==> src/assert_macros.svh <==
// ----------------------------------------------------------------------------
// assert_macros.svh
// Shared assertion macros for the quadtree dither block.
// ----------------------------------------------------------------------------
`ifndef ASSERT_MACROS_SVH
`define ASSERT_MACROS_SVH

// Check on every clock edge outside reset.
`define QTD_ASSERT(lbl, clk, rst_n, prop, msg) \
    lbl: assert property (@(posedge clk) disable iff (!rst_n) prop) \
        else $error(msg);

// Check on every clock edge, reset included.
`define QTD_ASSERT_ALWAYS(lbl, clk, prop, msg) \
    lbl: assert property (@(posedge clk) prop) \
        else $error(msg);

`endif

==> src/qtd_pkg.sv <==
// ----------------------------------------------------------------------------
// qtd_pkg
// Types, constants and helper functions of the quadtree dither block.
// ----------------------------------------------------------------------------
package qtd_pkg;

    localparam int SIDE      = 64;
    localparam int LOG_SIDE  = $clog2(SIDE);
    localparam int NPIX      = SIDE * SIDE;
    localparam int PIX_W     = 2 * LOG_SIDE;
    localparam int SMP_W     = 16;
    localparam int BIAS      = 16384;
    localparam int NODES     = (NPIX - 1) / 3;
    localparam int NODE_W    = $clog2(NODES);
    localparam int SUM_W     = SMP_W + PIX_W;
    localparam int CNT_W     = PIX_W + 1;
    localparam int LVL_W     = $clog2(LOG_SIDE + 1);
    localparam int IDX_W     = PIX_W - 2;
    localparam int STEP_W    = 3;
    localparam int NUM_W     = CNT_W + SUM_W;
    localparam int DIV_STEPS = CNT_W;
    localparam int DCNT_W    = $clog2(DIV_STEPS);
    localparam int ROUND_SH  = 15;

    typedef enum logic [3:0] {
        S_IDLE,
        S_B_STEP,
        S_D_READ,
        S_D_ADD,
        S_D_MUL,
        S_D_DIV,
        S_D_CLAMP,
        S_D_WRITE
    } t_state;

    typedef enum logic [1:0] {
        SH_ROW,
        SH_COL,
        SH_P
    } t_share;

    typedef struct packed {
        logic [LVL_W-1:0]  lvl;
        logic [IDX_W-1:0]  node;
        logic [1:0]        child;
        logic [1:0]        cap_idx;
        t_share            share;
        logic              rd_own;
        logic              rd_child;
        logic              acc_en;
        logic              acc_first;
        logic              sum_wr;
        logic              cap_own;
        logic              cap_b;
        logic              add;
        logic              mul;
        logic              div;
        logic              clamp;
        logic              cnt_wr;
    } t_cmd;

    typedef struct packed {
        logic div_done;
    } t_status;

    typedef struct packed {
        logic              en;
        logic [PIX_W-1:0]  addr;
        logic [SMP_W-1:0]  data;
    } t_load_wr;

    // First entry of level lvl in the node store (level 1 holds 2x2 blocks).
    function automatic logic [NODE_W-1:0] level_base(input logic [LVL_W-1:0] lvl);
        logic [NODE_W:0] acc;
        acc = '0;
        for (int i = 1; i < LOG_SIDE; i++) begin
            if (LVL_W'(i) < lvl) begin
                acc = acc + ((NODE_W + 1)'(1) << (2 * (LOG_SIDE - i)));
            end
        end
        return acc[NODE_W-1:0];
    endfunction

    // Index of the last node of level lvl.
    function automatic logic [IDX_W-1:0] node_last(input logic [LVL_W-1:0] lvl);
        logic [IDX_W:0] cnt;
        cnt = (IDX_W + 1)'(1) << (2 * (LOG_SIDE - int'(lvl)));
        return IDX_W'(cnt - (IDX_W + 1)'(1));
    endfunction

    // Raster index to Z-order index, x in the even bits.
    function automatic logic [PIX_W-1:0] morton(input logic [PIX_W-1:0] raster);
        logic [PIX_W-1:0] m;
        m = '0;
        for (int i = 0; i < LOG_SIDE; i++) begin
            m[2*i]     = raster[i];
            m[2*i + 1] = raster[LOG_SIDE + i];
        end
        return m;
    endfunction

endpackage

==> src/qtd_ctrl.sv <==
// ----------------------------------------------------------------------------
// qtd_ctrl
// Sequencer of the pyramid build and the count distribution pass.
// ----------------------------------------------------------------------------
module qtd_ctrl (
    input  logic              i_clk,
    input  logic              i_rst_n,
    input  logic              i_start,
    input  qtd_pkg::t_status  i_status,
    output qtd_pkg::t_cmd     o_cmd,
    output logic              o_busy,
    output logic              o_pass_done
);
    import qtd_pkg::*;

    t_state              r_state, n_state;
    logic [LVL_W-1:0]    r_lvl, n_lvl;
    logic [IDX_W-1:0]    r_node, n_node;
    logic [STEP_W-1:0]   r_step, n_step;
    t_share              r_share, n_share;
    logic                w_node_last;

    assign w_node_last = (r_node == node_last(r_lvl));

    always_ff @(posedge i_clk) begin
        if (!i_rst_n) begin
            r_state <= S_IDLE;
            r_lvl   <= '0;
            r_node  <= '0;
            r_step  <= '0;
            r_share <= SH_ROW;
        end else begin
            r_state <= n_state;
            r_lvl   <= n_lvl;
            r_node  <= n_node;
            r_step  <= n_step;
            r_share <= n_share;
        end
    end

    // Next state and counters
    always_comb begin
        n_state = r_state;
        n_lvl   = r_lvl;
        n_node  = r_node;
        n_step  = r_step;
        n_share = r_share;
        unique case (r_state)
            S_IDLE: begin
                if (i_start) begin
                    n_state = S_B_STEP;
                    n_lvl   = LVL_W'(1);
                    n_node  = '0;
                    n_step  = '0;
                end
            end
            S_B_STEP: begin
                n_step = r_step + 1'b1;
                if (r_step == STEP_W'(4)) begin
                    n_step = '0;
                    if (w_node_last) begin
                        n_node = '0;
                        if (r_lvl == LVL_W'(LOG_SIDE)) begin
                            n_state = S_D_READ;
                        end else begin
                            n_lvl = r_lvl + 1'b1;
                        end
                    end else begin
                        n_node = r_node + 1'b1;
                    end
                end
            end
            S_D_READ: begin
                n_step = r_step + 1'b1;
                if (r_step == STEP_W'(5)) begin
                    n_step  = '0;
                    n_state = S_D_ADD;
                end
            end
            S_D_ADD: begin
                n_state = S_D_MUL;
                n_share = SH_ROW;
            end
            S_D_MUL: begin
                n_state = S_D_DIV;
            end
            S_D_DIV: begin
                if (i_status.div_done) begin
                    if (r_share == SH_P) begin
                        n_state = S_D_CLAMP;
                    end else begin
                        n_share = (r_share == SH_ROW) ? SH_COL : SH_P;
                        n_state = S_D_MUL;
                    end
                end
            end
            S_D_CLAMP: begin
                n_state = S_D_WRITE;
                n_step  = '0;
            end
            S_D_WRITE: begin
                n_step = r_step + 1'b1;
                if (r_step == STEP_W'(3)) begin
                    n_step = '0;
                    if (w_node_last) begin
                        n_node = '0;
                        if (r_lvl == LVL_W'(1)) begin
                            n_state = S_IDLE;
                        end else begin
                            n_lvl   = r_lvl - 1'b1;
                            n_state = S_D_READ;
                        end
                    end else begin
                        n_node  = r_node + 1'b1;
                        n_state = S_D_READ;
                    end
                end
            end
            default: n_state = S_IDLE;
        endcase
    end

    // Commands
    always_comb begin
        o_cmd         = '0;
        o_cmd.lvl     = r_lvl;
        o_cmd.node    = r_node;
        o_cmd.share   = r_share;
        o_pass_done   = 1'b0;
        unique case (r_state)
            S_B_STEP: begin
                o_cmd.child     = r_step[1:0];
                o_cmd.rd_child  = (r_step < STEP_W'(4));
                o_cmd.acc_en    = (r_step >= STEP_W'(1)) && (r_step <= STEP_W'(3));
                o_cmd.acc_first = (r_step == STEP_W'(1));
                o_cmd.sum_wr    = (r_step == STEP_W'(4));
            end
            S_D_READ: begin
                o_cmd.rd_own   = (r_step == '0);
                o_cmd.cap_own  = (r_step == STEP_W'(1));
                o_cmd.rd_child = (r_step >= STEP_W'(1)) && (r_step <= STEP_W'(4));
                o_cmd.child    = 2'(r_step - STEP_W'(1));
                o_cmd.cap_b    = (r_step >= STEP_W'(2));
                o_cmd.cap_idx  = 2'(r_step - STEP_W'(2));
            end
            S_D_ADD:   o_cmd.add   = 1'b1;
            S_D_MUL:   o_cmd.mul   = 1'b1;
            S_D_DIV:   o_cmd.div   = 1'b1;
            S_D_CLAMP: o_cmd.clamp = 1'b1;
            S_D_WRITE: begin
                o_cmd.cnt_wr = 1'b1;
                o_cmd.child  = r_step[1:0];
                o_pass_done  = (r_step == STEP_W'(3)) && w_node_last
                               && (r_lvl == LVL_W'(1));
            end
            S_IDLE: ;
            default: ;
        endcase
    end

    assign o_busy = (r_state != S_IDLE);

endmodule

==> config.mk <==
export PLATFORM = sky130hd
export DESIGN_NAME = qtd_ctrl
export DESIGN_NICKNAME = d
export VERILOG_FILES = /design/src/assert_macros.svh /design/src/qtd_pkg.sv /design/src/qtd_ctrl.sv
export SDC_FILE = /design/constraint.sdc
export NUM_CORES = 1
export LEC_CHECK = 0
export ABC_AREA = 1
export BUFFER_PORTS_ARGS = -buffer_cell sky130_fd_sc_hd__buf_2
export CELL_PAD_IN_SITES_DETAIL_PLACEMENT = 1
export CELL_PAD_IN_SITES_GLOBAL_PLACEMENT = 1
export CORE_MARGIN = 10
export CORE_UTILIZATION = 35
export CTS_CLUSTER_DIAMETER = 120
export DETAILED_ROUTE_END_ITERATION = 10
export GPL_TIMING_DRIVEN = 0
export PLACE_DENSITY = 0.73
export SETUP_SLACK_MARGIN = 0.2
export SYNTH_ARGS = -nofsm -noshare
export SYNTH_HDL_FRONTEND = slang
export SYNTH_SLANG_ARGS = --single-unit
==> constraint.sdc <==
create_clock -name i_clk -period 2.4 [get_ports i_clk]
set_input_delay 0 -clock i_clk [delete_from_list [all_inputs] [get_ports i_clk]]
set_output_delay 0 -clock i_clk [all_outputs]
set_load 0.05 [all_outputs]
Word level (Yosys, flattened, before mapping)
Cells that the tools add are included.
{ "op_classes": {"add_sub_neg": 8, "n_lt_le_gt_ge": 5, "eq_ne": 26, "shifts": 1, "muxes": 45, "n_reduce_logical": 17} }
{ "op_table": {"columns": ["op", "n"], "rows": [
  ["$mux W10", 4],
  ["$mux W3", 12],
  ["$mux W4", 8],
  ["$pmux W4 S8", 1],
  ["$shl A1 B32 Y10 const A", 1],
  ["$pmux W10 S3", 1],
  ["$ne A2 B2 Y1 const B", 11],
  ["$eq A4 B3 Y1 const B", 4],
  ["$pmux W3 S5", 1],
  ["$mux W2", 7],
  ["$add A10 B1 Y10 const B", 1],
  ["$eq A10 B10 Y1", 1],
  ["$sub A10 B1 Y10 const B", 1],
  ["$eq A3 B3 Y1 const B", 3],
  ["$pmux W3 S3", 1],
  ["$eq A4 B2 Y1 const B", 2],
  ["$pmux W2 S2", 2],
  ["$reduce_and A8 Y1", 1],
  ["$mux W1", 7],
  ["$reduce_and A7 Y1", 1],
  ["$add A3 B1 Y3 const B", 2],
  ["$eq A3 B1 Y1 const B", 2],
  ["$reduce_bool A5 Y1", 1],
  ["$eq A4 B1 Y1 const B", 1],
  ["other kinds (23)", 26]
]} }
{ "totals": {"reg_bits": 22, "in_bits": 4, "output_inout_bits": 33, "wordCells": 107} }

Longest topological paths before layout
{ "logic_depth": {"depth_word": 7, "mapped_depth": 19} }

Worst setup path after synthesis
No wires, ideal clock.
{ "synth_path": {"path_kind": "reg2out", "startpoint": "reg r_lvl[0]", "endpoint": "out o_pass_done", "t_arrival_ns": 3.914, "required_time_ns": 2.400, "slack_ns": -1.514, "stages_incl_launch_ff": 14, "path_buffers": 0, "cell_sequence": "dfxtp_1 -> inv_1 -> ha_1 -> nand2_1 -> nor2_4 -> inv_4 -> ha_1 -> xor2_1 -> nor2_1 -> nor2_1 -> nand2_1 -> nor2_4 -> nand3_4 -> nor4_1"} }
{ "synth_between": {"elab_chain_len": 7, "elab_cells_between_ends": 8} }
{ "synth_lines": {"columns": ["item", "line", "rtl"], "rows": [
  ["from (decl)", "qtd_ctrl.sv:17", "logic [LVL_W-1:0] r_lvl, n_lvl;"],
  ["from (signal assigned)", "qtd_ctrl.sv:34", "r_lvl <= n_lvl;"],
  ["$sub A3 B3 Y4", "qtd_pkg.sv:87", "cnt = (IDX_W + 1)'(1) << (2 * (LOG_SIDE - int'(lvl)));"],
  ["$shl A1 B32 Y10", "qtd_pkg.sv:87", null],
  ["$sub A10 B1 Y10", "qtd_pkg.sv:88", "return IDX_W'(cnt - (IDX_W + 1)'(1));"],
  ["$eq A10 B10 Y1", "qtd_ctrl.sv:23", "assign w_node_last = (r_node == node_last(r_lvl));"],
  ["$logic_and A1 B1 Y1", "qtd_ctrl.sv:153", "o_pass_done = (r_step == STEP_W'(3)) && w_node_last"],
  ["$logic_and A1 B1 Y1 *", "qtd_ctrl.sv:154", "&& (r_lvl == LVL_W'(1));"],
  ["$mux W1 *", "qtd_ctrl.sv:130", "unique case (r_state)"],
  ["to (decl)", "qtd_ctrl.sv:12", "output logic o_pass_done"]
]} }
Mark *: on every way between the ends. The rest lies on a longest branch, timed or not.

Worst setup path after layout
Ends and elaborated chain as after synthesis.

==> metrics.md <==
| Metric | Value |
|---|---|
| Layout cells sized above 1 | 0.371 |
| Crit path arrival time | 2.54 ns |
| Largest net degree at the start of global routing | 13 |
| Worst path slowest cell | dfxtp_4 |
| Placed Area | 0.00234 mm^2 |
| CP startpoint kind | flip-flop |
| Maxcap violations | 0 |
| Max rail drop VDD | 0.561 mV |
| Fin area | 0.00266 mm^2 |
| Commonest non-fill, non-tap cell in the layout | nand2_1 |
| Flops & latches, synth | 21 |
| I/O pin cnt | 37 |
| Initial DRC count | 86 |
| Status | finished, violations left |
| First-pass GRT wire length | 11.2 mm |
| Die W | 95.6 um |
| Core area | 0.00554 mm^2 |
| Cell Chain, Critical Path | ha_4, inv_4, nand2_4, nand2_8, nor2_4, inv_4, ha_4, xor2_1, nand2_1, a21oi_2, nand2_1, nor2_4, nand3_4, nor4_4, buf_6 |
| Setup CP Type | reg -> out |
| Failing checks | negative setup slack |
| Synth unique cells | 35 |
| Power density over the cells | 874 mW/mm^2 |
| Fin crit share | 1.06 |
| Setup Total Neg Slack | -0.634 ns |
| Number of global-route vias before repair | 2337 |
| Leakage | 1.17 nW |
| RSZ-0062 raised after global routing | yes |
| Syn Nets | 319 |
| Endpoints failing setup | 15 |
| Vias | 2164 |
| Final wirelength | 6.48 mm |
| DRC Markers | 0 |
| Final hold violation count | 0 |
| Slew Limit Fails | 0 |
| Vias per cell | 5.06 |
| Met1 Usage GRT | 0.173 |
| Worst skew pair latency | 0.26 ns |
| CTS Buf Count | 3 |
| Tot GR Track Use | 0.149 |
| Die Y | 95.6 um |
| Worst Setup Slack, final | -0.143 ns |
| WL per Instance | 15.1 um |
| Cts hold-fix bufs | 0 |
| Worst EP required | 2.40 ns |
| Effective utilization at floorplan | 0.361 |
| Num Clock Sinks | 21 |
| First drt pass iteration count | 4 |
| Post-DP HPWL | 5.00 mm |
| IO Port Bufs | 36 |
| GP Congestion | 0.801 |
| Most frequent cells in the layout | nand2_1 (57), buf_2 (35), inv_1 (33) |
| Fin util | 0.480 |
| Nets | 373 |
| Max Clock Skew | 0.00380 ns |
| Mapped Area | 0.00200 mm^2 |
| Hold WC Path Type | in -> reg |
| Htree depth | 1 |
| GRT Max-Usage Layer | met2 |
| Clock root buffer master | clkbuf_8 |
| CP Capture Type | primary output |
| Grt total ovfl | 0 |
| Worst-Margin Slew | 0.637 ns |
| Crit-path max FO | 4 |
| Site row count | 27 |
| Post-DRT Antenna Nets | 0 |
| YS warnings | 0 |
| Reg clk slew, reported paths | 0.08 ns |
| Post-synthesis sequential area ratio | 0.210 |
| Met2 Track Usage GR | 0.273 |
| Initial antenna violation count | 0 |
| Ant diodes | 0 |
| GR Util met3 | 0.0220 |
| Mapped Cells | 303 |
| Slew headroom | 0.575 |
| Die area | 0.00913 mm^2 |
| Clk buf depth | 2 |
| Fmax | 393 MHz |
| Crit path largest cell delay | 0.40 ns |
| Min cycle time layout | 2.54 ns |
| P&R area growth vs syn | 33.2% |
| CTS tree | yes |
| Mean Syn Cell Area | 6.59 um^2 |
cells in the mapped netlist:
cell | n | share of area
a211oi_1 | 2 | 0.0075
a211oi_2 | 1 | 0.0063
a21bo_2 | 1 | 0.0050
a21oi_1 | 20 | 0.050
a21oi_2 | 2 | 0.0088
a31oi_1 | 2 | 0.0063
and2_1 | 1 | 0.0031
buf_4 | 2 | 0.0075
buf_6 | 1 | 0.0056
clkbuf_1 | 2 | 0.0038
dfxtp_1 | 21 | 0.21
ha_1 | 12 | 0.075
inv_1 | 36 | 0.068
inv_2 | 5 | 0.0094
inv_4 | 2 | 0.0063
nand2_1 | 65 | 0.12
nand2_2 | 5 | 0.016
nand2_4 | 6 | 0.034
nand3_1 | 24 | 0.060
nand3_2 | 2 | 0.010
nand3_4 | 4 | 0.035
nand4_1 | 5 | 0.016
nor2_1 | 35 | 0.066
nor2_2 | 3 | 0.0094
nor2_4 | 4 | 0.023
nor3_1 | 8 | 0.020
nor3b_1 | 1 | 0.0038
nor4_1 | 3 | 0.0094
o211ai_1 | 1 | 0.0038
o21ai_0 | 6 | 0.015
o21ai_1 | 1 | 0.0025
o21ai_2 | 2 | 0.0088
o22ai_1 | 4 | 0.013
xnor2_1 | 5 | 0.022
xor2_1 | 9 | 0.039
power by group:
group	total (W)	internal (W)	switching (W)
clock network	0.000236	0.000116	0.000121
registers	0.000481	0.000405	0.0000761
logic	0.00161	0.000456	0.00115
total	0.00232	0.000977	0.00135
per-layer routing:
metal  part of all wire  vias up
li1                   -     1088
met1               0.43     1032
met2               0.52       34
met3              0.031       10
met4              0.019        0
met5                  0        -
final timing paths:
path                  start     endpoint  slack [ns]  depth (start not counted)
setup / recovery   r_lvl[0]  o_pass_done       -0.14                         15
hold / removal      i_rst_n   r_state[0]        0.06                          3
setup reg to reg   r_lvl[0]   r_state[1]       -0.09                         18
hold reg to reg   r_node[8]    r_node[8]        0.53                          2
flip-flops by register name (all words and copies together) (netlist names):
| signal | count |
|---|---|
| r_step | 3 |
| r_node | 10 |
| r_share | 2 |
| r_lvl | 3 |
| r_state | 3 |
critical path: cells and delay by family (launching register included):
kind            cells  cell delay [ns]
flops               1             0.40
xor+xnor            1             0.14
buf+inv             3             0.28
simple gates        8             0.90
fa+ha+maj           2             0.44
compound gates      1             0.11
stage by stage:
| step | setup slack [ns] | hold WS, ns | total power [W] | instances |
|---|---|---|---|---|
| after floorplan | -0.170 | 0.111 | 0.00159 | 303 |
| after global placement | -0.193 | 0.345 | 0.00189 | 411 |
| after detailed placement | -0.208 | 0.347 | 0.00192 | 411 |
| after CTS | -0.175 | 0.0588 | 0.00231 | 426 |
| after global routing | -0.344 | 0.0676 | 0.00252 | 428 |
| final | -0.143 | 0.0616 | 0.00232 | 428 |
area by class of cell:
| type | count | area [um^2] |
|---|---|---|
| buffer | 5 | 33.8 |
| clock buffer | 3 | 41.3 |
| clock inverter | 1 | 5.00 |
| fill | 732 | 2880 |
| inverter | 43 | 179 |
| multi-input combinational | 234 | 1590 |
| sequential | 21 | 432 |
| tap | 72 | 90.1 |
| timing repair buffer | 49 | 288 |
cells by family after synthesis:
family,after synthesis,synth area share
AND/OR/NAND/NOR,166,0.426
buffers and inverters,48,0.100
AO/OA/AOI/OAI,42,0.126
flip-flops,21,0.210
XOR/XNOR,14,0.0614
adder cells (fa/ha/maj),12,0.0751
repair_timing:
action / CTS / global route
buffers inserted: 11 / 2
pin swaps: 11 / 9
setup endpoints to repair: 17 / 18
resized for setup: 34 / 11
Power figures use the tool's default switching activity.
